[src/rtl/sti_pkg.sv]
// Package for the sorted table insert and binary search core.
// Holds the beat payload types, operation codes, FSM states and the
// command and status groups shared by the controller and the datapath.
package sti_pkg;

   localparam int VALUE_W = 32;
   localparam int POS_W = 4;

   localparam logic OP_INSERT = 1'b0;
   localparam logic OP_SEARCH = 1'b1;

   localparam logic STATUS_OK = 1'b0;
   localparam logic STATUS_FULL = 1'b1;

   typedef struct packed {
      logic operation;
      logic signed [VALUE_W-1:0] item_value;
   } req_type;

   typedef struct packed {
      logic found;
      logic [POS_W-1:0] match_position;
      logic status;
   } rsp_type;

   typedef enum logic [2:0] {
      ST_IDLE,
      ST_INS_RD,
      ST_INS_CMP,
      ST_SRCH_RD,
      ST_SRCH_CMP,
      ST_RESULT
   } state_type;

   typedef struct packed {
      logic load;
      logic rd_ins;
      logic rd_srch;
      logic wr_shift;
      logic wr_value;
      logic set_full;
      logic set_found;
      logic go_right;
      logic go_left;
      logic out_load;
   } cmd_type;

   typedef struct packed {
      logic full;
      logic j_zero;
      logic range_empty;
      logic less;
      logic equal;
      logic greater;
   } stat_type;

endpackage

[src/rtl/sorted_table_insert_binary_search_core.sv]
// Channel  Direction  Handshake          Payload
// req      in         req_valid/stall    req_type: operation, item_value
// rsp      out        rsp_valid/stall    rsp_type: found, match_position, status
//
// One item at a time; a new request is taken only when idle. An insert reads and shifts
// the larger entries up one place, then writes the value; a search probes until a hit or
// an empty range; an insert into a full table is refused. Each step waits on the
// table RAM read. Reset (synchronous) empties the table by clearing the entry count.
// The result sits in an output register, so a stalled rsp beat does not block
// the next request; rsp stall only holds the block once a second result is ready.
module sorted_table_insert_binary_search_core
   import sti_pkg::*;
#(
   parameter int TABLE_DEPTH = 16
) (
   input  logic    clock,
   input  logic    reset,
   input  logic    req_valid,
   output logic    req_stall,
   input  req_type req_payload,
   output logic    rsp_valid,
   input  logic    rsp_stall,
   output rsp_type rsp_payload
);

   cmd_type  cmd;
   stat_type stat;

   sti_controller u_ctrl (
      .clock        (clock),
      .reset        (reset),
      .req_valid    (req_valid),
      .req_operation(req_payload.operation),
      .req_stall    (req_stall),
      .rsp_valid    (rsp_valid),
      .rsp_stall    (rsp_stall),
      .stat         (stat),
      .cmd          (cmd)
   );

   sti_datapath #(
      .TABLE_DEPTH(TABLE_DEPTH)
   ) u_dp (
      .clock      (clock),
      .reset      (reset),
      .req_payload(req_payload),
      .cmd        (cmd),
      .stat       (stat),
      .rsp_payload(rsp_payload)
   );

endmodule

[src/rtl/sti_ram.sv]
// Generic single write port, single read port RAM with registered read.
// Stands alone; no package dependency.
module sti_ram #(
   parameter int WIDTH = 32,
   parameter int DEPTH = 16,
   parameter int ADDR_W = $clog2(DEPTH)
) (
   input  logic              clock,
   input  logic              wr_en,
   input  logic [ADDR_W-1:0] wr_addr,
   input  logic [WIDTH-1:0]  wr_data,
   input  logic              rd_en,
   input  logic [ADDR_W-1:0] rd_addr,
   output logic [WIDTH-1:0]  rd_data
);

   logic [WIDTH-1:0] mem_ff [DEPTH];
   logic [WIDTH-1:0] rd_data_ff;

   always_ff @(posedge clock) begin
      if (wr_en) begin
         mem_ff[wr_addr] <= wr_data;
      end
      if (rd_en) begin
         rd_data_ff <= mem_ff[rd_addr];
      end
   end

   assign rd_data = rd_data_ff;

endmodule

[src/rtl/sti_datapath.sv]
// Datapath of the sorted table core: table RAM, entry count, insert cursor,
// search bounds and result registers. Uses sti_pkg and sti_ram.
module sti_datapath
   import sti_pkg::*;
#(
   parameter int TABLE_DEPTH = 16
) (
   input  logic     clock,
   input  logic     reset,
   input  req_type  req_payload,
   input  cmd_type  cmd,
   output stat_type stat,
   output rsp_type  rsp_payload
);

   localparam int IDX_W = $clog2(TABLE_DEPTH);
   localparam int CNT_W = $clog2(TABLE_DEPTH + 1);

   logic [CNT_W-1:0] count_ff, count_in;
   logic [CNT_W-1:0] j_ff, j_in;
   logic [CNT_W-1:0] lo_ff, lo_in;
   logic [CNT_W-1:0] hend_ff, hend_in;
   logic [IDX_W-1:0] mid_ff, mid_in;
   logic signed [VALUE_W-1:0] value_ff, value_in;
   rsp_type result_ff, result_in;
   rsp_type out_ff, out_in;

   logic [CNT_W:0] mid_sum;
   logic [CNT_W-1:0] mid_wide;
   logic [CNT_W-1:0] j_m1;
   logic [IDX_W+POS_W-1:0] pos_ext;
   logic signed [VALUE_W-1:0] entry;

   logic ram_wr_en, ram_rd_en;
   logic [IDX_W-1:0] ram_wr_addr, ram_rd_addr;
   logic [VALUE_W-1:0] ram_wr_data, ram_rd_data;

   // The search range is [lo, hend); the probe is floor((lo + hend - 1) / 2).
   assign mid_sum = {1'b0, lo_ff} + {1'b0, hend_ff} - {{CNT_W{1'b0}}, 1'b1};
   assign mid_wide = mid_sum[CNT_W:1];
   assign j_m1 = j_ff - {{(CNT_W-1){1'b0}}, 1'b1};
   assign pos_ext = {{POS_W{1'b0}}, mid_ff};
   assign entry = $signed(ram_rd_data);

   assign ram_rd_en = cmd.rd_ins | cmd.rd_srch;
   assign ram_rd_addr = cmd.rd_srch ? mid_wide[IDX_W-1:0] : j_m1[IDX_W-1:0];
   assign ram_wr_en = cmd.wr_shift | cmd.wr_value;
   assign ram_wr_addr = j_ff[IDX_W-1:0];
   assign ram_wr_data = cmd.wr_shift ? ram_rd_data : value_ff;

   sti_ram #(
      .WIDTH(VALUE_W),
      .DEPTH(TABLE_DEPTH)
   ) u_table (
      .clock  (clock),
      .wr_en  (ram_wr_en),
      .wr_addr(ram_wr_addr),
      .wr_data(ram_wr_data),
      .rd_en  (ram_rd_en),
      .rd_addr(ram_rd_addr),
      .rd_data(ram_rd_data)
   );

   always_comb begin
      stat.full = (count_ff == CNT_W'(TABLE_DEPTH));
      stat.j_zero = (j_ff == '0);
      stat.range_empty = (hend_ff <= lo_ff);
      stat.less = (value_ff < entry);
      stat.equal = (value_ff == entry);
      stat.greater = (value_ff > entry);
   end

   always_comb begin
      count_in = count_ff;
      j_in = j_ff;
      lo_in = lo_ff;
      hend_in = hend_ff;
      mid_in = mid_ff;
      value_in = value_ff;
      result_in = result_ff;
      out_in = out_ff;
      if (cmd.load) begin
         value_in = req_payload.item_value;
         j_in = count_ff;
         lo_in = '0;
         hend_in = count_ff;
         result_in.found = 1'b0;
         result_in.match_position = '0;
         result_in.status = STATUS_OK;
      end
      if (cmd.rd_srch) begin
         mid_in = mid_wide[IDX_W-1:0];
      end
      if (cmd.wr_shift) begin
         j_in = j_m1;
      end
      if (cmd.wr_value) begin
         count_in = count_ff + {{(CNT_W-1){1'b0}}, 1'b1};
      end
      if (cmd.set_full) begin
         result_in.status = STATUS_FULL;
      end
      if (cmd.set_found) begin
         result_in.found = 1'b1;
         result_in.match_position = pos_ext[POS_W-1:0];
      end
      if (cmd.go_right) begin
         lo_in = CNT_W'(mid_ff) + {{(CNT_W-1){1'b0}}, 1'b1};
      end
      if (cmd.go_left) begin
         hend_in = CNT_W'(mid_ff);
      end
      if (cmd.out_load) begin
         out_in = result_ff;
      end
   end

   always_ff @(posedge clock) begin
      if (reset) begin
         count_ff <= '0;
      end else begin
         count_ff <= count_in;
      end
      j_ff <= j_in;
      lo_ff <= lo_in;
      hend_ff <= hend_in;
      mid_ff <= mid_in;
      value_ff <= value_in;
      result_ff <= result_in;
      out_ff <= out_in;
   end

   assign rsp_payload = out_ff;

endmodule

[src/rtl/sti_controller.sv]
// Controller of the sorted table core: sequences insert shifts and search
// probes and owns the response valid. Uses sti_pkg.
module sti_controller
   import sti_pkg::*;
(
   input  logic     clock,
   input  logic     reset,
   input  logic     req_valid,
   input  logic     req_operation,
   output logic     req_stall,
   output logic     rsp_valid,
   input  logic     rsp_stall,
   input  stat_type stat,
   output cmd_type  cmd
);

   state_type state_ff, state_in;
   logic rsp_valid_ff, rsp_valid_in;
   logic out_free;

   assign out_free = ~rsp_valid_ff | ~rsp_stall;

   always_comb begin
      state_in = state_ff;
      unique case (state_ff)
         ST_IDLE: begin
            if (req_valid) begin
               state_in = (req_operation == OP_INSERT) ? ST_INS_RD : ST_SRCH_RD;
            end
         end
         ST_INS_RD: begin
            if (stat.full || stat.j_zero) begin
               state_in = ST_RESULT;
            end else begin
               state_in = ST_INS_CMP;
            end
         end
         ST_INS_CMP: begin
            state_in = stat.less ? ST_INS_RD : ST_RESULT;
         end
         ST_SRCH_RD: begin
            state_in = stat.range_empty ? ST_RESULT : ST_SRCH_CMP;
         end
         ST_SRCH_CMP: begin
            state_in = stat.equal ? ST_RESULT : ST_SRCH_RD;
         end
         ST_RESULT: begin
            if (out_free) begin
               state_in = ST_IDLE;
            end
         end
         default: state_in = ST_IDLE;
      endcase
   end

   always_comb begin
      cmd = '0;
      req_stall = 1'b1;
      unique case (state_ff)
         ST_IDLE: begin
            req_stall = 1'b0;
            cmd.load = req_valid;
         end
         ST_INS_RD: begin
            if (stat.full) begin
               cmd.set_full = 1'b1;
            end else if (stat.j_zero) begin
               cmd.wr_value = 1'b1;
            end else begin
               cmd.rd_ins = 1'b1;
            end
         end
         ST_INS_CMP: begin
            // Larger entries move up one place; otherwise the new value lands here.
            if (stat.less) begin
               cmd.wr_shift = 1'b1;
            end else begin
               cmd.wr_value = 1'b1;
            end
         end
         ST_SRCH_RD: begin
            cmd.rd_srch = ~stat.range_empty;
         end
         ST_SRCH_CMP: begin
            if (stat.equal) begin
               cmd.set_found = 1'b1;
            end else if (stat.greater) begin
               cmd.go_right = 1'b1;
            end else begin
               cmd.go_left = 1'b1;
            end
         end
         ST_RESULT: begin
            cmd.out_load = out_free;
         end
         default: begin
            req_stall = 1'b1;
         end
      endcase
   end

   always_comb begin
      rsp_valid_in = rsp_valid_ff;
      if (cmd.out_load) begin
         rsp_valid_in = 1'b1;
      end else if (~rsp_stall) begin
         rsp_valid_in = 1'b0;
      end
   end

   always_ff @(posedge clock) begin
      if (reset) begin
         state_ff <= ST_IDLE;
         rsp_valid_ff <= 1'b0;
      end else begin
         state_ff <= state_in;
         rsp_valid_ff <= rsp_valid_in;
      end
   end

   assign rsp_valid = rsp_valid_ff;

endmodule

[config.mk]
export PLATFORM = sky130hd
export DESIGN_NAME = sorted_table_insert_binary_search_core
export DESIGN_NICKNAME = d
export VERILOG_FILES = /design/src/rtl/sti_pkg.sv /design/src/rtl/sorted_table_insert_binary_search_core.sv /design/src/rtl/sti_ram.sv /design/src/rtl/sti_datapath.sv /design/src/rtl/sti_controller.sv
export SDC_FILE = /design/constraint.sdc
export NUM_CORES = 1
export LEC_CHECK = 0
export ABC_AREA = 1
export BUFFER_PORTS_ARGS = -buffer_cell sky130_fd_sc_hd__buf_2
export CORE_MARGIN = 1
export CORE_UTILIZATION = 40
export CTS_CLUSTER_DIAMETER = 150
export CTS_CLUSTER_SIZE = 30
export DETAILED_ROUTE_END_ITERATION = 16
export PLACE_DENSITY = 0.6
export SLEW_MARGIN = 20
export SYNTH_ARGS = -nofsm -noshare
export SYNTH_HDL_FRONTEND = slang
export SYNTH_HIERARCHICAL = 1
export SYNTH_SLANG_ARGS = --single-unit
[constraint.sdc]
create_clock -name clock -period 8.3 [get_ports clock]
set_clock_uncertainty 0.15 [all_clocks]
set_input_delay 1.66 -clock clock [delete_from_list [all_inputs] [get_ports clock]]
set_output_delay 1.66 -clock clock [all_outputs]
set_load 0.005 [all_outputs]
==> reports/qor.yml, run 1 <==
grt.overflow.total: 0
yosysWarnings: 6
peakVddDrop_uv: 301
die-area_um2: 69500
io_buffers: 44
drive_above_1_share_pct: 6.67
p_sw_uw: 3470
p_clk_share_pct: 16.5
layout_setup_ws_ps: 3320
vias: 17524
maxCapViolations: 0
cp-start-kind: "register"
cellInternalPower_uw: 5460
ys_ff_latch: 616
wl_um: 65700
drc_errors: 0
clk_latency_ps: 590
cts_resized: 0
swShare_pct: 38.9
grt_pass1_wl_um: 101000
path_cells: "ha_1 > a21oi_1 > o21ai_0 > a21oi_1 > nand2_1 > nand2_1 > nand3_1 > nand2_2 > clkinv_1 > nor4_1 > inv_2 > buf_4 > nand2_1 > nand3b_1 > nor2_4 > buf_4"
firstDrtPassIters: 5
fin_area_um2: 29200
fp.dieW_um: 264
rsz0062_at_grt: "no"
timing.fmax_ghz: 0.201
final_util_pct: 43.3
postCtsSetupBuffers: 0
grt_max_degree: 227
crit_top_cell: "nand2_1"
required_ps: 8410
htreeDepth: 1
core.rowCount: 95
initial_core_util_pct: 40.6
pwr-share-seq_pct: 45.1
areaGrowthSynthToFinish_pct: 6.59
cp_max_fo: 74
grt_usage_pct: 18.9
clock_path_buffers: 3
outcome: "finished clean"
cts_hold_buf: 0
nets: 2688
cts-buffers-inserted: 24
syn_inst: 2605
n_antenna_cell: 0
netlist_area_um2: 27400
globalplace.congestion: 0.824
numClockSinks: 616
cp-end-kind: "register"
drtIter0Drc: 1646
leakagePower_uw: 0.0123
fin_setup_tns_ps: 0
cp.arrival_ps: 5090
placed_area_um2: 28500
period_share_pct: 60.0
drv_slew: 0
critPathTopFamily: "simple AND/OR/NAND/NOR gates"
hold_class: "register to register"
n_fill_cell: 6176
avgSynthCellArea_um2: 10.5
holdWs_ps: 283
pre_cts_slack_ps: 3400
tightestPinTransition_ps: 1120
antenna_found_initial: 1
dp_hpwl_um: 35200
wl_per_cell_um: 18.9
clk_pin_slew_worst_paths_ps: 110
period_needed_ps: 4980
syn_nets: 2692
combPwrFrac_pct: 38.3
ant_nets: 0
die_y_um: 264
power.density_nw_per_um2: 306
vias_per_cell: 5.03
cpPeakStageDelay_ps: 640
yosys.cell_types.count: 41
grt_pass1_vias: 16847
critPathKind: "register to register"
crit_slowest_cell: "nor2_4"
root_buffer: "clkbuf_16"
setup_viol: 0
pin_count: 45
fp.coreArea_um2: 67400
cts_tree: "done"
path_buf_inv: 4
relSlewSlack_pct: 25.6
yosysSeqAreaShare_pct: 67.1
hold_viol: 0
[state kept, by name (all words and copies together), names as in the netlist]
| signal | cells |
|---|---|
| u_dp/rsp_payload | 6 |
| u_dp/result_ff | 6 |
| u_dp/count_ff | 5 |
| u_dp/u_table/rd_data | 32 |
| u_dp/hend_ff | 5 |
| u_dp/lo_ff | 5 |
| u_dp/mid_ff | 4 |
| u_dp/value_ff | 32 |
| u_ctrl/rsp_valid | 1 |
| u_ctrl/state_ff | 3 |
| u_dp/u_table/mem_ff | 512 |
| u_dp/j_ff | 5 |
[worst register-to-register path, cell delays in order (launching register included)]
cell      delay [ps]
edfxtp_1         420
ha_1             330
a21oi_1          140
o21ai_0           90
a21oi_1          240
nand2_1          210
nand2_1          130
nand3_1           90
nand2_2          130
clkinv_1         100
nor4_1           440
inv_2             50
buf_4            400
nand2_1          290
nand3b_1         330
nor2_4           640
buf_4            460
[power by group through the flow]
stage | Combinational [uW] | Clock (uW) | Sequential, uW
after floorplan | 2420 | 0 | 4080
after global placement | 3380 | 0 | 4100
after detailed placement | 3410 | 0 | 4100
after CTS | 3430 | 1520 | 4030
after global routing | 3810 | 1620 | 4050
final | 3420 | 1470 | 4030
[worst paths after layout]
check | cells after the start | to | startpoint | slack, ps
worst min register to register | 0 | u_dp/rsp_payload[1] | u_dp/result_ff[1] | 280
worst max register to register | 16 | u_dp/u_table/mem_ff[9][19] | u_dp/value_ff[15] | 3320
worst min-delay path | 0 | u_dp/rsp_payload[1] | u_dp/result_ff[1] | 280
worst max-delay path | 16 | u_dp/u_table/mem_ff[9][19] | u_dp/value_ff[15] | 3320
[per-layer routing]
metal  routed length [um]  track usage, %  part of all wire, %  up-vias
met2                32100            32.8                   49      516
met1                28600            25.9                   44     8523
met3                 3790            1.66                  5.8       69
met4                 1230            4.00                  1.9        0
li1                     -               -                    -     8416
met5                    0               0                    0        -
[layout make-up]
type / count / area, um2 / area share [%]
flip-flops and latches: 616 / 18400 / 63.0
multi-input cells: 1395 / 6660 / 22.8
inverters: 478 / 1800 / 6.18
well taps: 873 / 1090 / 3.74
clock buffers: 34 / 659 / 2.26
repair buffers: 86 / 564 / 1.93
clock inverters: 1 / 16.3 / 0.0557
[kinds of logic after synthesis]
kind of cell	count (synthesis)	share of synthesized area, %
DFF	616	67.1
and+or+nand+nor	1258	19.4
xor gates and xnor gates	6	0.192
adders and majority gates	50	2.31
AOI/OAI and AO/OA	81	1.60
buffers and inverters	594	9.32
[cell usage after synthesis]
cell type,number,area [um2]
buf_2,47,235
nor3_1,6,30.0
nor3b_1,1,7.51
xnor2_1,4,35.0
buf_12,1,20.0
edfxtp_1,604,18100
a21o_1,3,22.5
clkbuf_1,18,67.6
buf_6,29,327
or2_2,2,12.5
nand3_1,399,2000
o21ai_1,23,115
nand4_4,1,21.3
o21a_2,1,8.76
nand4_1,5,31.3
a31oi_1,1,6.26
nand2_1,785,2950
nand2_2,3,18.8
nand3b_1,3,22.5
buf_1,14,52.6
xor2_1,2,17.5
a21oi_2,2,17.5
inv_4,1,6.26
o221ai_1,1,8.76
o21ai_0,27,135
nor4_1,2,12.5
inv_1,468,1760
nor2_2,8,50.1
o31ai_1,1,7.51
nand3_2,1,10.0
dfxtp_1,12,240
inv_2,8,30.0
fa_1,1,20.0
o21a_1,1,7.51
a211oi_1,1,7.51
clkinv_1,1,3.75
nor3_2,1,10.0
buf_4,7,52.6
nor2_1,41,154
ha_1,49,613
a21oi_1,20,100
[placed cells by master, fill, tap and decap left out, drive strengths merged, types with 2 or more instances in the layout]
cell	count
dfxtp	12
xor2	2
nor4	2
xnor2	4
o21a	2
clkbuf	34
nor2	49
inv	478
o21ai	50
nor3	7
a21oi	22
nand3	400
buf	86
nand4	6
edfxtp	604
a21o	3
or2	2
nand2	788
nand3b	3
ha	49
[through the flow]
step	total power, uW	cells
after floorplan	6510	2605
after global placement	7470	3448
after detailed placement	7520	3448
after CTS	8980	3483
after global routing	9480	3483
final	8930	3483
No activity file was read; power rests on OpenSTA's default activity.
==> inputs of run 2 (changes only) <==
--- a/config.mk
+++ b/config.mk
@@ -12,7 +12,7 @@
 export CTS_CLUSTER_DIAMETER = 150
 export CTS_CLUSTER_SIZE = 30
 export DETAILED_ROUTE_END_ITERATION = 16
-export PLACE_DENSITY = 0.6
+export PLACE_DENSITY = 0.62
 export SLEW_MARGIN = 20
 export SYNTH_ARGS = -nofsm -noshare
 export SYNTH_HDL_FRONTEND = slang
==> constraint.sdc (replaced) <==
create_clock -name clock -period 4.25 [get_ports clock]
set_clock_uncertainty 0.15 [all_clocks]
set_input_delay 0.85 -clock clock [delete_from_list [all_inputs] [get_ports clock]]
set_output_delay 0.85 -clock clock [all_outputs]
set_load 0.005 [all_outputs]
==> reports/qor.yml, run 2 (synthesized netlist as in run 1, its figures left out) <==
wl_per_cell_um: 18.5  # -1.7%
leakagePower_uw: 0.0126  # +2.5%
antenna_found_initial: 1  # unchanged
clk_pin_slew_worst_paths_ps: 120  # about the same
nets: 2736  # +1.8%
wl_um: 65500  # -0.28%
required_ps: 4390  # -4020 ps
hold_viol: 0  # unchanged
final_cell_mix: "785 x nand2_1, 604 x edfxtp_1, 467 x inv_1"
clock_path_buffers: 3  # unchanged
numClockSinks: 616  # unchanged
grt_max_degree: 129  # -43%
period_needed_ps: 4020  # -960 ps
grt.overflow.total: 0  # unchanged
outcome: "finished clean"
top_register: "u_dp/u_table/mem_ff"
crit_top_cell: "nand2_1"
vias_per_cell: 5.02  # -0.14%
drc_errors: 0  # unchanged
reg2reg_slack_ps: 230  # -3090 ps
pin_count: 45  # unchanged
fp.dieW_um: 264  # unchanged
cts_hold_buf: 0  # unchanged
clk_latency_ps: 610  # +20 ps
path_cells: "ha_1 > nand2_1 > nor2_2 > nand2_1 > nand2_1 > nand2_1 > nand2_1 > nand2_1 > nand3_1 > nand2_2 > clkinv_1 > nand4_1 > o31ai_1 > inv_1 > nand2_1 > nand3b_1 > buf_4 > nor2_4 > buf_4"
fin_cells: 3532  # +1.4%
areaGrowthSynthToFinish_pct: 8.63
multi_input_area_um2: 6650  # -0.19%
dp_hpwl_um: 38900  # +10%
grt_usage_pct: 18.8  # -0.10 points
die_y_um: 264  # unchanged
drive_above_1_share_pct: 8.24  # +1.6 points
vias: 17745  # +1.3%
setup_viol: 0  # unchanged
cp-end-kind: "register"
die-area_um2: 69500  # unchanged
relSlewSlack_pct: 36.8  # +11 points
fp.coreArea_um2: 67400  # unchanged
layout_commonest_cell: "nand2_1"
crit_slowest_cell: "edfxtp_1"
period_share_pct: 94.5  # +35 points
holdWs_ps: 265  # -18.2 ps
peakVddDrop_uv: 724  # +140%
io_buffers: 44  # unchanged
htreeDepth: 1  # unchanged
critPathTopFamily: "simple AND/OR/NAND/NOR gates"
grt_pass1_vias: 17173  # +1.9%
timing.fmax_ghz: 0.249  # +24%
cp-start-kind: "register"
firstDrtPassIters: 5  # unchanged
ant_nets: 0  # unchanged
cpPeakStageDelay_ps: 410  # -230 ps
drtIter0Drc: 1627  # -1.2%
core.rowCount: 95  # unchanged
power.density_nw_per_um2: 600  # +96%
cts-buffers-inserted: 24  # unchanged
globalplace.congestion: 0.804  # -2.4%
n_antenna_cell: 0  # unchanged
rsz0062_at_grt: "no"
largest_reg_flops: 512  # unchanged
grt_pass1_wl_um: 100000  # -0.29%
root_buffer: "clkbuf_16"
path_buf_inv: 4  # unchanged
tightestPinTransition_ps: 942  # -174 ps
dp.cells: 3494  # +1.3%
n_fill_cell: 6174  # -0.032%
critPathKind: "register to register"
hold_class: "input port to register"
drv_slew: 0  # unchanged
cp_max_fo: 15  # -80%
maxCapViolations: 0  # unchanged
seqCellArea_um2: 18400  # unchanged
cp.arrival_ps: 4150  # -940 ps
initial_core_util_pct: 40.6  # unchanged
cts_tree: "done"
[run 2: cell count changes in the layout (fill, tap and decap cells not counted), sizes merged]
cell	change
buf	+48
clkinv	+2
inv	-1
[run 2: where the power goes]
part | total, uW | internal [uW] | leakage, uW | switching, uW
clock | 2860 | 1100 | 0.000330 | 1760
sequential | 7870 | 7710 | 0.00558 | 165
combinational | 7120 | 2070 | 0.00665 | 5050
total | 17900 | 10900 | 0.0126 | 6970
[run 2: timing repair]
| item | in CTS | in global routing |
|---|---|---|
| setup buffers | 0 | 2 |
| endpoints found under the setup margin | 167 | 521 |
| resized for setup | 1 | 5 |
| pin swaps | 0 | 0 |
[run 2: cell type report]
class	count	share of cell area [%]
clock buffers	34	2.22
flip-flops and latches	616	61.8
well taps	873	3.67
clock inverters	2	0.0715
multi-input cells	1395	22.4
repair buffers	134	3.81
inverters	478	6.06
[run 2: metal layers]
| layer | vias up | routed length [um] | global-route usage (%) |
|---|---|---|---|
| met5 | - | 15 | 0 |
| met4 | 2 | 1870 | 5.41 |
| met3 | 98 | 4500 | 1.96 |
| met2 | 625 | 31700 | 32.1 |
| met1 | 8513 | 27400 | 25.4 |
| li1 | 8507 | - | - |
[run 2: worst reg2reg max path, delay by kind of cell (launching register included)]
kind / cells / cell delay, ps
buf+inv: 4 / 780
compound gates: 1 / 180
fa+ha+maj: 1 / 310
simple gates: 13 / 1850
flops: 1 / 410
[run 2: path summary, 6_finish.rpt]
path / start / cells past startpoint / end
worst min-delay path: req_payload[26] / 1 / u_dp/value_ff[26]
worst max register to register: u_dp/value_ff[7] / 19 / u_dp/u_table/mem_ff[5][6]
worst min register to register: u_dp/result_ff[4] / 0 / u_dp/rsp_payload[4]
worst max-delay path: u_dp/value_ff[7] / 19 / u_dp/u_table/mem_ff[5][6]
[run 2: metrics by stage]
| step | TNS (ps) | total power, uW | util [%] | cell area [um2] | worst slack (ps) |
|---|---|---|---|---|---|
| after global placement | -13120 | 15000 | 43.0 | 29000 | -247 |
| after floorplan | -42020 | 12700 | - | 27400 | -110 |
| after global routing | 0 | 18900 | 44.1 | 29700 | 32.3 |
| after detailed placement | -68.5 | 15100 | 43.0 | 29000 | -6.77 |
| final | 0 | 17900 | 44.1 | 29700 | 232 |
| after CTS | 0 | 17900 | 44.1 | 29700 | 55.0 |
==> inputs of run 3 (changes only) <==
--- a/config.mk
+++ b/config.mk
@@ -8,11 +8,11 @@
 export ABC_AREA = 1
 export BUFFER_PORTS_ARGS = -buffer_cell sky130_fd_sc_hd__buf_2
 export CORE_MARGIN = 1
-export CORE_UTILIZATION = 40
+export CORE_UTILIZATION = 55
 export CTS_CLUSTER_DIAMETER = 150
 export CTS_CLUSTER_SIZE = 30
 export DETAILED_ROUTE_END_ITERATION = 16
-export PLACE_DENSITY = 0.62
+export PLACE_DENSITY = 0.79
 export SLEW_MARGIN = 20
 export SYNTH_ARGS = -nofsm -noshare
 export SYNTH_HDL_FRONTEND = slang
==> reports/qor.yml, run 3 (synthesized netlist as in run 1, its figures left out) <==
cp.arrival_ps: 4160  # about the same
period_needed_ps: 4050  # +29.0 ps
ant_nets: 0  # unchanged
hold_viol: 0  # unchanged
grt.overflow.total: 0  # unchanged
drtIter0Drc: 2514  # +55%
fin_cells: 3316  # -6.1%
die_y_um: 225  # -15%
wl_um: 62000  # -5.3%
hold_class: "input port to register"
outcome: "finished clean"
met1_length_um: 24300  # -11%
rsz0062_at_grt: "yes"
fin_area_um2: 29500  # -0.92%
worst_r2r_endpoint: "u_dp/u_table/mem_ff[2][22]"
drv_slew: 0  # unchanged
core.rowCount: 81  # -15%
vias: 18091  # +1.9%
cts-buffers-inserted: 24  # unchanged
clk_pin_slew_worst_paths_ps: 120  # about the same
dp_hpwl_um: 37000  # -4.7%
grt_pass1_wl_um: 96200  # -4.2%
leakagePower_uw: 0.0125  # -0.23%
min_from: "req_payload[29]"
die-area_um2: 50700  # -27%
reg2reg_depth: 18  # -1
cts_hold_buf: 0  # unchanged
fp.coreArea_um2: 49100  # -27%
grt_usage_pct: 24.7  # +5.9 points
cts_tree: "done"
grt_max_degree: 153  # +19%
firstDrtPassIters: 5  # unchanged
relSlewSlack_pct: 41.4  # +4.7 points
tightestPinTransition_ps: 872  # -70.2 ps
n_fill_cell: 3817  # -38%
nets: 2729  # -0.26%
clock_path_buffers: 3  # unchanged
areaGrowthSynthToFinish_pct: 7.63
multi_input_area_um2: 6690  # +0.53%
dp.cells: 3272  # -6.4%
cp-end-kind: "register"
final_cell_mix: "785 x nand2_1, 604 x edfxtp_1, 467 x inv_1"
hold_depth: 1  # unchanged
numClockSinks: 616  # unchanged
wl_met3_um: 5470  # +22%
routed.top_layer: "met4"
layout_commonest_cell: "nand2_1"
fin_setup_tns_ps: 0  # unchanged
setup_viol: 0  # unchanged
drive_above_1_share_pct: 8.22  # -0.016 points
cp_max_fo: 16  # +1
placed_area_um2: 28600  # -1.3%
cp-start-kind: "register"
root_buffer: "clkbuf_16"
critPathKind: "register to register"
antenna_found_initial: 0  # -1
seqCellArea_um2: 18400  # unchanged
n_antenna_cell: 0  # unchanged
pin_count: 45  # unchanged
clk_latency_ps: 590  # -20 ps
globalplace.congestion: 0.860  # +7.0%
reg2reg_slack_ps: 200  # -30 ps
wl_met2_um: 30200  # -4.8%
peakVddDrop_uv: 505  # -30%
grt_pass1_vias: 17817  # +3.8%
fp.dieW_um: 225  # -15%
timing.fmax_ghz: 0.247  # -0.72%
power.density_nw_per_um2: 599  # -0.21%
io_buffers: 44  # unchanged
r2r-start: "u_dp/value_ff[6]"
vias_per_cell: 5.46  # +8.6%
required_ps: 4360  # -30 ps
top_register: "u_dp/u_table/mem_ff"
final_util_pct: 60.1  # +16 points
period_share_pct: 95.2  # +0.68 points
initial_core_util_pct: 55.8  # +15 points
wl_per_cell_um: 18.7  # +0.88%
maxCapViolations: 0  # unchanged
largest_reg_flops: 512  # unchanged
htreeDepth: 1  # unchanged
drc_errors: 0  # unchanged
min_to: "u_dp/value_ff[29]"
-- run 3: final cells by class --
class,instances,share of cell area (%)
clock buffers,35,2.25
clock inverters,1,0.0552
inverters,478,6.12
multi-input cells,1395,22.7
flip-flops and latches,616,62.4
well taps,664,2.82
repair buffers,127,3.69
-- run 3: report_power, final --
part           internal (uW)  leakage, uW  switching [uW]
Sequential              7710      0.00558             169
Clock                   1110     0.000327            1720
Combinational           2000      0.00662            4950
Total                  10800       0.0125            6840
-- run 3: metrics by stage --
stage          worst slack, ps  hold WS [ps]  power (uW)
4_1_cts                  -14.7           262       17600
5_1_grt                  -50.3           264       18600
3_5_place_dp              -361           258       14800
3_3_place_gp              -223           251       14600
2_1_floorplan             -110           250       12700
6_report                   203           282       17700
-- run 3: critical path: stages (launching register included) --
cell and delay (ps):
edfxtp_1 420, ha_1 320, nand2_1 80, nor2_2 250, nand2_1 90, nand2_1 180, nand2_1 70, nand2_1 150
nand2_1 110, nand3_1 90, nand2_2 100, clkinv_1 110, nand4_1 130, o31ai_1 210, inv_1 250, nand2_1 210
nand2_1 260, nor2_4 160, buf_4 360
-- run 3: worst max-delay path by stage --
stage / cells past startpoint / slack [ps] / end / startpoint
3_3_place_gp: 16 / -220 / u_dp/u_table/mem_ff[12][27] / u_dp/value_ff[7]
6_report: 18 / 200 / u_dp/u_table/mem_ff[2][22] / u_dp/value_ff[6]
5_1_grt: 18 / -50 / u_dp/u_table/mem_ff[2][23] / u_dp/value_ff[7]
4_1_cts: 16 / -10 / u_dp/u_table/mem_ff[11][24] / u_dp/value_ff[6]
3_5_place_dp: 16 / -360 / u_dp/u_table/mem_ff[14][28] / u_dp/value_ff[6]
2_1_floorplan: 18 / -110 / u_dp/u_table/mem_ff[12][0] / u_dp/value_ff[17]
-- run 3: metal layers --
| metal | vias up | GRT usage (%) |
|---|---|---|
| li1 | 8504 | - |
| met2 | 875 | 41.5 |
| met4 | 0 | 8.87 |
| met1 | 8583 | 33.1 |
| met5 | - | 0 |
| met3 | 129 | 3.21 |
-- run 3: what timing repair did --
item | CTS | global route
pin swaps | 3 | 1
endpoints found under the setup margin | 679 | 656
resized for setup | 8 | 10
setup buffers | 3 | 5
